--- src/sv/tdf_pkg.sv ---
package tdf_pkg;

    // Default operand width of the factorizer
    localparam int WIDTH_DEF = 32;

    // Width of the external value and factor fields
    localparam int FIELD_W = 32;

    // Result limit per request and the width of its counter
    localparam int MAX_RES = 31;
    localparam int CNT_W   = 5;

    // Result status codes
    localparam logic [1:0] ST_FACTOR  = 2'd0;
    localparam logic [1:0] ST_NONE    = 2'd1;
    localparam logic [1:0] ST_INVALID = 2'd2;

    // Commands from the controller to the datapath
    typedef struct packed {
        logic load_value;    // start a new request: remaining, divisor, count
        logic load_special;  // park the result for value zero or one
        logic start_div;     // load the divider from the next remaining value
        logic step;          // run one divider step
        logic advance_div;   // try the next divisor
        logic take_factor;   // divisor divides: park it, keep the quotient
        logic take_tail;     // park the prime left over after the trials
        logic push;          // move the parked result to the output register
        logic push_last;     // last flag for the pushed result
    } t_cmd;

    // Status from the datapath to the controller
    typedef struct packed {
        logic trivial;     // input value is zero or one
        logic div_last;    // divider is on its final step
        logic more;        // count below limit and divisor <= quotient
        logic exact;       // divider remainder is zero
        logic tail;        // count below limit and remaining above one
        logic pend_valid;  // a parked result waits
        logic out_free;    // output register can take a result this cycle
    } t_stat;

endpackage

--- src/sv/tdf_datapath.sv ---
module tdf_datapath #(
    parameter int WIDTH = tdf_pkg::WIDTH_DEF
) (
    input  logic                         i_clk,
    input  logic                         i_rst_n,
    input  logic [tdf_pkg::FIELD_W-1:0]  i_value,
    input  logic                         i_ready,
    input  tdf_pkg::t_cmd                i_cmd,
    output tdf_pkg::t_stat               o_stat,
    output logic                         o_valid,
    output logic [tdf_pkg::FIELD_W-1:0]  o_factor,
    output logic [1:0]                   o_status,
    output logic                         o_last
);

    localparam int                 STEP_W    = $clog2(WIDTH);
    localparam logic [STEP_W-1:0]  STEP_LAST = STEP_W'(WIDTH - 1);
    localparam int                 CNT_W     = tdf_pkg::CNT_W;
    localparam logic [CNT_W-1:0]   CNT_MAX   = CNT_W'(tdf_pkg::MAX_RES);

    // Working registers
    logic [WIDTH-1:0]            r_rem, n_rem;
    logic [WIDTH-1:0]            r_div, n_div;
    logic [WIDTH-1:0]            r_quo, n_quo;
    logic [WIDTH-1:0]            r_par, n_par;
    logic [STEP_W-1:0]           r_step, n_step;
    logic [CNT_W-1:0]            r_count, n_count;

    // Parked result and output register
    logic                        r_pend_valid, n_pend_valid;
    logic [tdf_pkg::FIELD_W-1:0] r_pend_factor, n_pend_factor;
    logic [1:0]                  r_pend_status, n_pend_status;
    logic                        r_o_valid, n_o_valid;
    logic [tdf_pkg::FIELD_W-1:0] r_o_factor, n_o_factor;
    logic [1:0]                  r_o_status, n_o_status;
    logic                        r_o_last, n_o_last;

    logic [WIDTH-1:0]            value;
    logic [WIDTH:0]              trial;
    logic [WIDTH:0]              diff;
    logic                        fits;

    // Mask or extend the input to the operand width
    assign value = WIDTH'(i_value);

    // Restoring divider step: shift in the next dividend bit, subtract if it fits
    assign trial = {r_par, r_quo[WIDTH-1]};
    assign diff  = trial - {1'b0, r_div};
    assign fits  = (trial >= {1'b0, r_div});

    // Update remaining value and trial divisor
    always_comb begin
        n_rem = r_rem;
        n_div = r_div;
        if (i_cmd.load_value) begin
            n_rem = value;
            n_div = WIDTH'(2);
        end else begin
            if (i_cmd.take_factor) begin
                n_rem = r_quo;
            end
            if (i_cmd.advance_div) begin
                n_div = r_div + WIDTH'(1);
            end
        end
    end

    // Run the divider: quotient builds in r_quo, remainder in r_par
    always_comb begin
        n_par  = r_par;
        n_quo  = r_quo;
        n_step = r_step;
        if (i_cmd.start_div) begin
            n_par  = '0;
            n_quo  = n_rem;
            n_step = '0;
        end else if (i_cmd.step) begin
            n_par  = fits ? diff[WIDTH-1:0] : trial[WIDTH-1:0];
            n_quo  = {r_quo[WIDTH-2:0], fits};
            n_step = r_step + STEP_W'(1);
        end
    end

    // Count results and park the newest one
    always_comb begin
        n_count       = r_count;
        n_pend_valid  = r_pend_valid;
        n_pend_factor = r_pend_factor;
        n_pend_status = r_pend_status;
        if (i_cmd.load_value) begin
            n_count      = '0;
            n_pend_valid = 1'b0;
        end
        if (i_cmd.load_special) begin
            n_pend_valid  = 1'b1;
            n_pend_factor = '0;
            n_pend_status = (value == '0) ? tdf_pkg::ST_INVALID : tdf_pkg::ST_NONE;
        end
        if (i_cmd.take_factor) begin
            n_count       = r_count + CNT_W'(1);
            n_pend_valid  = 1'b1;
            n_pend_factor = tdf_pkg::FIELD_W'(r_div);
            n_pend_status = tdf_pkg::ST_FACTOR;
        end
        if (i_cmd.take_tail) begin
            n_count       = r_count + CNT_W'(1);
            n_pend_valid  = 1'b1;
            n_pend_factor = tdf_pkg::FIELD_W'(r_rem);
            n_pend_status = tdf_pkg::ST_FACTOR;
        end
    end

    // Load the output register on push, drop valid once taken
    always_comb begin
        n_o_valid  = r_o_valid;
        n_o_factor = r_o_factor;
        n_o_status = r_o_status;
        n_o_last   = r_o_last;
        if (i_cmd.push) begin
            n_o_valid  = 1'b1;
            n_o_factor = r_pend_factor;
            n_o_status = r_pend_status;
            n_o_last   = i_cmd.push_last;
        end else if (i_ready) begin
            n_o_valid  = 1'b0;
        end
    end

    // Control registers
    always_ff @(posedge i_clk) begin
        if (!i_rst_n) begin
            r_rem        <= '0;
            r_div        <= WIDTH'(2);
            r_step       <= '0;
            r_count      <= '0;
            r_pend_valid <= 1'b0;
            r_o_valid    <= 1'b0;
        end else begin
            r_rem        <= n_rem;
            r_div        <= n_div;
            r_step       <= n_step;
            r_count      <= n_count;
            r_pend_valid <= n_pend_valid;
            r_o_valid    <= n_o_valid;
        end
    end

    // Payload registers
    always_ff @(posedge i_clk) begin
        r_quo         <= n_quo;
        r_par         <= n_par;
        r_pend_factor <= n_pend_factor;
        r_pend_status <= n_pend_status;
        r_o_factor    <= n_o_factor;
        r_o_status    <= n_o_status;
        r_o_last      <= n_o_last;
    end

    // Report status to the controller
    always_comb begin
        o_stat.trivial    = (value == '0) || (value == WIDTH'(1));
        o_stat.div_last   = (r_step == STEP_LAST);
        o_stat.more       = (r_count < CNT_MAX) && (r_div <= r_quo);
        o_stat.exact      = (r_par == '0);
        o_stat.tail       = (r_count < CNT_MAX) && (r_rem > WIDTH'(1));
        o_stat.pend_valid = r_pend_valid;
        o_stat.out_free   = !r_o_valid || i_ready;
    end

    assign o_valid  = r_o_valid;
    assign o_factor = r_o_factor;
    assign o_status = r_o_status;
    assign o_last   = r_o_last;

endmodule

--- src/sv/tdf_ctrl.sv ---
module tdf_ctrl (
    input  logic           i_clk,
    input  logic           i_rst_n,
    input  logic           i_valid,
    output logic           o_ready,
    input  tdf_pkg::t_stat i_stat,
    output tdf_pkg::t_cmd  o_cmd
);

    localparam logic [1:0] S_IDLE  = 2'd0;
    localparam logic [1:0] S_DIV   = 2'd1;
    localparam logic [1:0] S_CHECK = 2'd2;
    localparam logic [1:0] S_FLUSH = 2'd3;

    logic [1:0] r_state, n_state;

    // Sequence one request: divide, check, park factors, flush the last one
    always_comb begin
        n_state = r_state;
        o_cmd   = '0;
        o_ready = 1'b0;
        case (r_state)
            S_IDLE: begin
                o_ready = 1'b1;
                if (i_valid) begin
                    if (i_stat.trivial) begin
                        o_cmd.load_special = 1'b1;
                        n_state            = S_FLUSH;
                    end else begin
                        o_cmd.load_value = 1'b1;
                        o_cmd.start_div  = 1'b1;
                        n_state          = S_DIV;
                    end
                end
            end
            S_DIV: begin
                o_cmd.step = 1'b1;
                if (i_stat.div_last) begin
                    n_state = S_CHECK;
                end
            end
            S_CHECK: begin
                if (i_stat.more) begin
                    if (!i_stat.exact) begin
                        o_cmd.advance_div = 1'b1;
                        o_cmd.start_div   = 1'b1;
                        n_state           = S_DIV;
                    end else if (!i_stat.pend_valid || i_stat.out_free) begin
                        // Release the previous factor, park this one
                        o_cmd.push        = i_stat.pend_valid;
                        o_cmd.take_factor = 1'b1;
                        o_cmd.start_div   = 1'b1;
                        n_state           = S_DIV;
                    end
                end else if (i_stat.tail) begin
                    if (!i_stat.pend_valid || i_stat.out_free) begin
                        o_cmd.push      = i_stat.pend_valid;
                        o_cmd.take_tail = 1'b1;
                        n_state         = S_FLUSH;
                    end
                end else begin
                    n_state = S_FLUSH;
                end
            end
            S_FLUSH: begin
                if (i_stat.out_free) begin
                    o_cmd.push      = 1'b1;
                    o_cmd.push_last = 1'b1;
                    n_state         = S_IDLE;
                end
            end
            default: begin
                n_state = S_IDLE;
            end
        endcase
    end

    always_ff @(posedge i_clk) begin
        if (!i_rst_n) begin
            r_state <= S_IDLE;
        end else begin
            r_state <= n_state;
        end
    end

endmodule

--- src/sv/trial_division_factorizer.sv ---
// Trial-division factorizer: takes one unsigned value per request and returns its prime
// factors in ascending order, one result per factor with repeats, the final one marked by
// o_last. Value one gives a single result with status "no factors", value zero a single
// result with status "invalid", both with factor 0. Every trial divisor costs one pass of
// a bit-serial restoring divider plus one check, and each factor found costs one more
// pass, so for 32-bit values the worst case, a prime near 2^32, is about 65536 trials.
// One request is worked on at a time; o_ready returns once the final result sits in the
// output register, and a stalled output consumer holds the divider loop at the point
// where the next result is due.
module trial_division_factorizer #(
    parameter int WIDTH = tdf_pkg::WIDTH_DEF
) (
    input  logic                         i_clk,
    input  logic                         i_rst_n,
    input  logic                         i_valid,
    output logic                         o_ready,
    input  logic [tdf_pkg::FIELD_W-1:0]  i_value,
    output logic                         o_valid,
    input  logic                         i_ready,
    output logic [tdf_pkg::FIELD_W-1:0]  o_factor,
    output logic [1:0]                   o_status,
    output logic                         o_last
);

    tdf_pkg::t_cmd  cmd;
    tdf_pkg::t_stat stat;

    tdf_ctrl u_ctrl (
        .i_clk   (i_clk),
        .i_rst_n (i_rst_n),
        .i_valid (i_valid),
        .o_ready (o_ready),
        .i_stat  (stat),
        .o_cmd   (cmd)
    );

    tdf_datapath #(
        .WIDTH (WIDTH)
    ) u_datapath (
        .i_clk    (i_clk),
        .i_rst_n  (i_rst_n),
        .i_value  (i_value),
        .i_ready  (i_ready),
        .i_cmd    (cmd),
        .o_stat   (stat),
        .o_valid  (o_valid),
        .o_factor (o_factor),
        .o_status (o_status),
        .o_last   (o_last)
    );

endmodule

--- config.mk ---
export PLATFORM = sky130hd
export DESIGN_NAME = trial_division_factorizer
export DESIGN_NICKNAME = d
export VERILOG_FILES = /design/src/sv/tdf_pkg.sv /design/src/sv/tdf_datapath.sv /design/src/sv/tdf_ctrl.sv /design/src/sv/trial_division_factorizer.sv
export SDC_FILE = /design/constraint.sdc
export NUM_CORES = 1
export LEC_CHECK = 0
export BUFFER_PORTS_ARGS = -buffer_cell sky130_fd_sc_hd__buf_2
export CORE_MARGIN = 1
export CORE_UTILIZATION = 40
export CTS_CLUSTER_SIZE = 24
export DETAILED_ROUTE_END_ITERATION = 16
export GPL_ROUTABILITY_DRIVEN = 0
export MAX_ROUTING_LAYER = met4
export PLACE_DENSITY = 0.63
export SLEW_MARGIN = 30
export SYNTH_ARGS = -nofsm -noshare
export SYNTH_HDL_FRONTEND = slang
export SYNTH_SLANG_ARGS = --single-unit
--- constraint.sdc ---
create_clock -name i_clk -period 5.5 [get_ports i_clk]
set_input_delay 0 -clock i_clk [delete_from_list [all_inputs] [get_ports i_clk]]
set_output_delay 0 -clock i_clk [all_outputs]
set_load 0.005 [all_outputs]
==> results.json <==
{
  "status": "finished clean",
  "overflow": 0,
  "fp.dieW_um": 173,
  "drt_iter0_drc": 784,
  "syn_to_final_growth_pct": 15.7,
  "slowest_stage": "nand3_1",
  "fin_crit_ps": 4130,
  "drv_cap": 0,
  "final-max-slew-violation-count": 0,
  "busiest_layer": "met2",
  "cts_buffers": 24,
  "grt_pass1_wl_um": 49200,
  "fmax_ghz": 0.242,
  "clkSlewWorstSetupHoldPaths_ps": 60,
  "max_stage_delay_ps": 720,
  "cp.required_ps": 5930,
  "dp_hpwl_um": 21200,
  "clk_latency_ps": 520,
  "crit_buf_inv": 1,
  "fin_setup_tns_ps": 0,
  "worst_slew_pin_slew_ps": 930,
  "drive_gt1_frac": 0.106,
  "start_util": 0.407,
  "num_rows": 62,
  "numClockSinks": 211,
  "drt-pass1-iter-count": 6,
  "use_met3": 0.0215,
  "layout_common_cells": "dfxtp_1, edfxtp_1, nor2_1",
  "critPathCaptureType": "flop",
  "diodes": 0,
  "netlist_area_mm2": 0.0117,
  "grt_setup_unrepaired": "no",
  "leakage_nw": 5.27,
  "crit_fanout": 21,
  "wirelength_um": 30300,
  "ys_seq_area_frac": 0.445,
  "syn_inst": 1209,
  "grt_pass1_vias": 9182,
  "vias_per_cell": 5.63,
  "synth_cell_types": 65,
  "cp.arrival_ps": 4560,
  "cts-resized-gates": 0,
  "synthArstFlopShare": 0,
  "detail_route.wl_per_cell_um": 17.9,
  "htree_levels": 1,
  "antenna_found_initial": 0,
  "grt_usage": 0.207,
  "min_path_type": "input port to flop",
  "ys_top_cells_by_area": "edfxtp_1, dfxtp_1, ha_1, a211oi_1, mux2i_1",
  "port_buffers": 72,
  "grt_use_met2": 0.327,
  "grt_max_degree": 88,
  "remaining_drc_errors": 0,
  "cp_top_family": "simple AND/OR/NAND/NOR gates",
  "fp.coreArea_mm2": 0.0288,
  "ys_warn_count": 0,
  "met1_usage": 0.286,
  "cp_cell_sequence": "inv_1 -> ha_1 -> a21o_1 -> a21o_1 -> a221o_1 -> a211oi_2 -> a21oi_2 -> nor4b_4 -> nand3_1 -> or4_1 -> a21oi_1",
  "synth_top_area_share": 0.254,
  "fin_nets": 1395,
  "ios": 73,
  "num_vias": 9533,
  "finalHoldViolCount": 0,
  "final_common_cell": "dfxtp_1",
  "critPathKind": "flop to flop",
  "post-route-period-util": 0.752,
  "finClkSkew_ps": 10.3,
  "setup_ws_ps": 1370,
  "crit_top_cell": "a21o_1",
  "die_h_um": 173,
  "worstSetupStartpointType": "flop",
  "setup_violations": 0,
  "cts_tree": "built",
  "dieArea_mm2": 0.0300,
  "synth_flop_cell": "dfxtp_1",
  "synth-edff-count": 99,
  "cts_buffer_depth": 3,
  "yosys_register_bits": 211,
  "synth_area_per_cell_um2": 9.68,
  "ir_worst_vdd_uv": 215,
  "ant_nets": 0,
  "yosys.area.top_type": "edfxtp_1",
  "slew_headroom": 0.379,
  "synth_nets": 1314,
  "dp_slack_ps": 1420,
  "root_buffer": "clkbuf_16",
  "power_density_mw_per_mm2": 415
}
-- cell usage after synthesis (7+ instances only) --
cell      number
o21ai_0       37
mux2i_1       48
o21ai_1       39
a21o_1        61
a31oi_1       12
nand3_1       46
xnor2_1       25
nor2b_1        8
buf_2         16
nand2_1       75
ha_1          68
nor3_1        10
edfxtp_1      99
a22o_1        32
clkbuf_1      44
xor2_1        13
or3_1         18
dfxtp_1      112
a21oi_1       59
inv_1         73
o21a_1        12
nand4_1       30
a211oi_1      69
and2_1         7
and3_1        13
nor2_1        76
nor4_1        26
and4_1         7
-- power breakdown --
| part | internal, mW | total (mW) | switching (mW) |
|---|---|---|---|
| clock network | 0.979 | 1.63 | 0.652 |
| registers | 1.80 | 1.97 | 0.162 |
| logic | 0.876 | 2.03 | 1.15 |
-- per-stage QoR --
stage               instances  instance area [um2]  utilization  hold slack (ps)  total power [mW]
floorplan                1209                11700            -             94.6              3.55
global placement         1612                12400        0.430              258              3.96
detailed placement       1612                12400        0.430              264              3.97
CTS                      1692                13500        0.470              259              5.64
global route             1692                13500        0.470              272              6.00
finish                   1692                13500        0.470              280              5.62
-- worst min-delay path, cell delays in order --
cell and delay, ps:
dlygate4sd3_1 520, buf_2 150, a211oi_1 70
-- layer usage --
metal / wire length [um] / vias to the layer above / part of all wire
li1: - / 4707 / -
met5: 0 / - / 0
met3: 1290 / 44 / 0.042
met2: 13900 / 231 / 0.46
met1: 14600 / 4551 / 0.48
met4: 522 / 0 / 0.017
-- cells by family after synthesis --
kind of cell | share of synthesized area
AOI/OAI and AO/OA | 0.213
adders and majority gates | 0.0744
and+or+nand+nor | 0.149
DFF | 0.445
muxes | 0.0410
xor gates and xnor gates | 0.0284
buffers and inverters | 0.0492
-- repair_timing --
item                      4_1_cts  5_1_grt
setup buffers                   0        0
hold endpoints to repair       44        0
hold buffers                   36        0
-- worst paths after layout --
kind / slack (ps) / cells after the start / start / to
max: 1370 / 11 / u_datapath.r_quo[25] / u_datapath.r_div[31]
min: 280 / 3 / i_value[0] / u_datapath.r_pend_status[1]
max reg2reg: 1370 / 11 / u_datapath.r_quo[25] / u_datapath.r_div[31]
min reg2reg: 420 / 0 / u_datapath.r_pend_factor[18] / u_datapath.o_factor[18]
-- state kept, by name, summed over array words and instances, names as in the netlist, 5 cells and up --
register                  cells
u_datapath.o_factor          32
u_datapath.r_div             32
u_datapath.r_par             32
u_datapath.r_pend_factor     32
u_datapath.r_quo             32
u_datapath.r_rem             32
u_datapath.r_count            5
u_datapath.r_step             5
-- area by class of cell --
class                   count  area, um2
multi-input cells         858       5940
clock buffers              31        648
inverters                  74        278
repair buffers            121        822
fillers                  2708      15200
flip-flops and latches    211       5220
clock inverters            13        156
well taps                 384        480
Note: power is estimated with default switching activity, not from simulation.
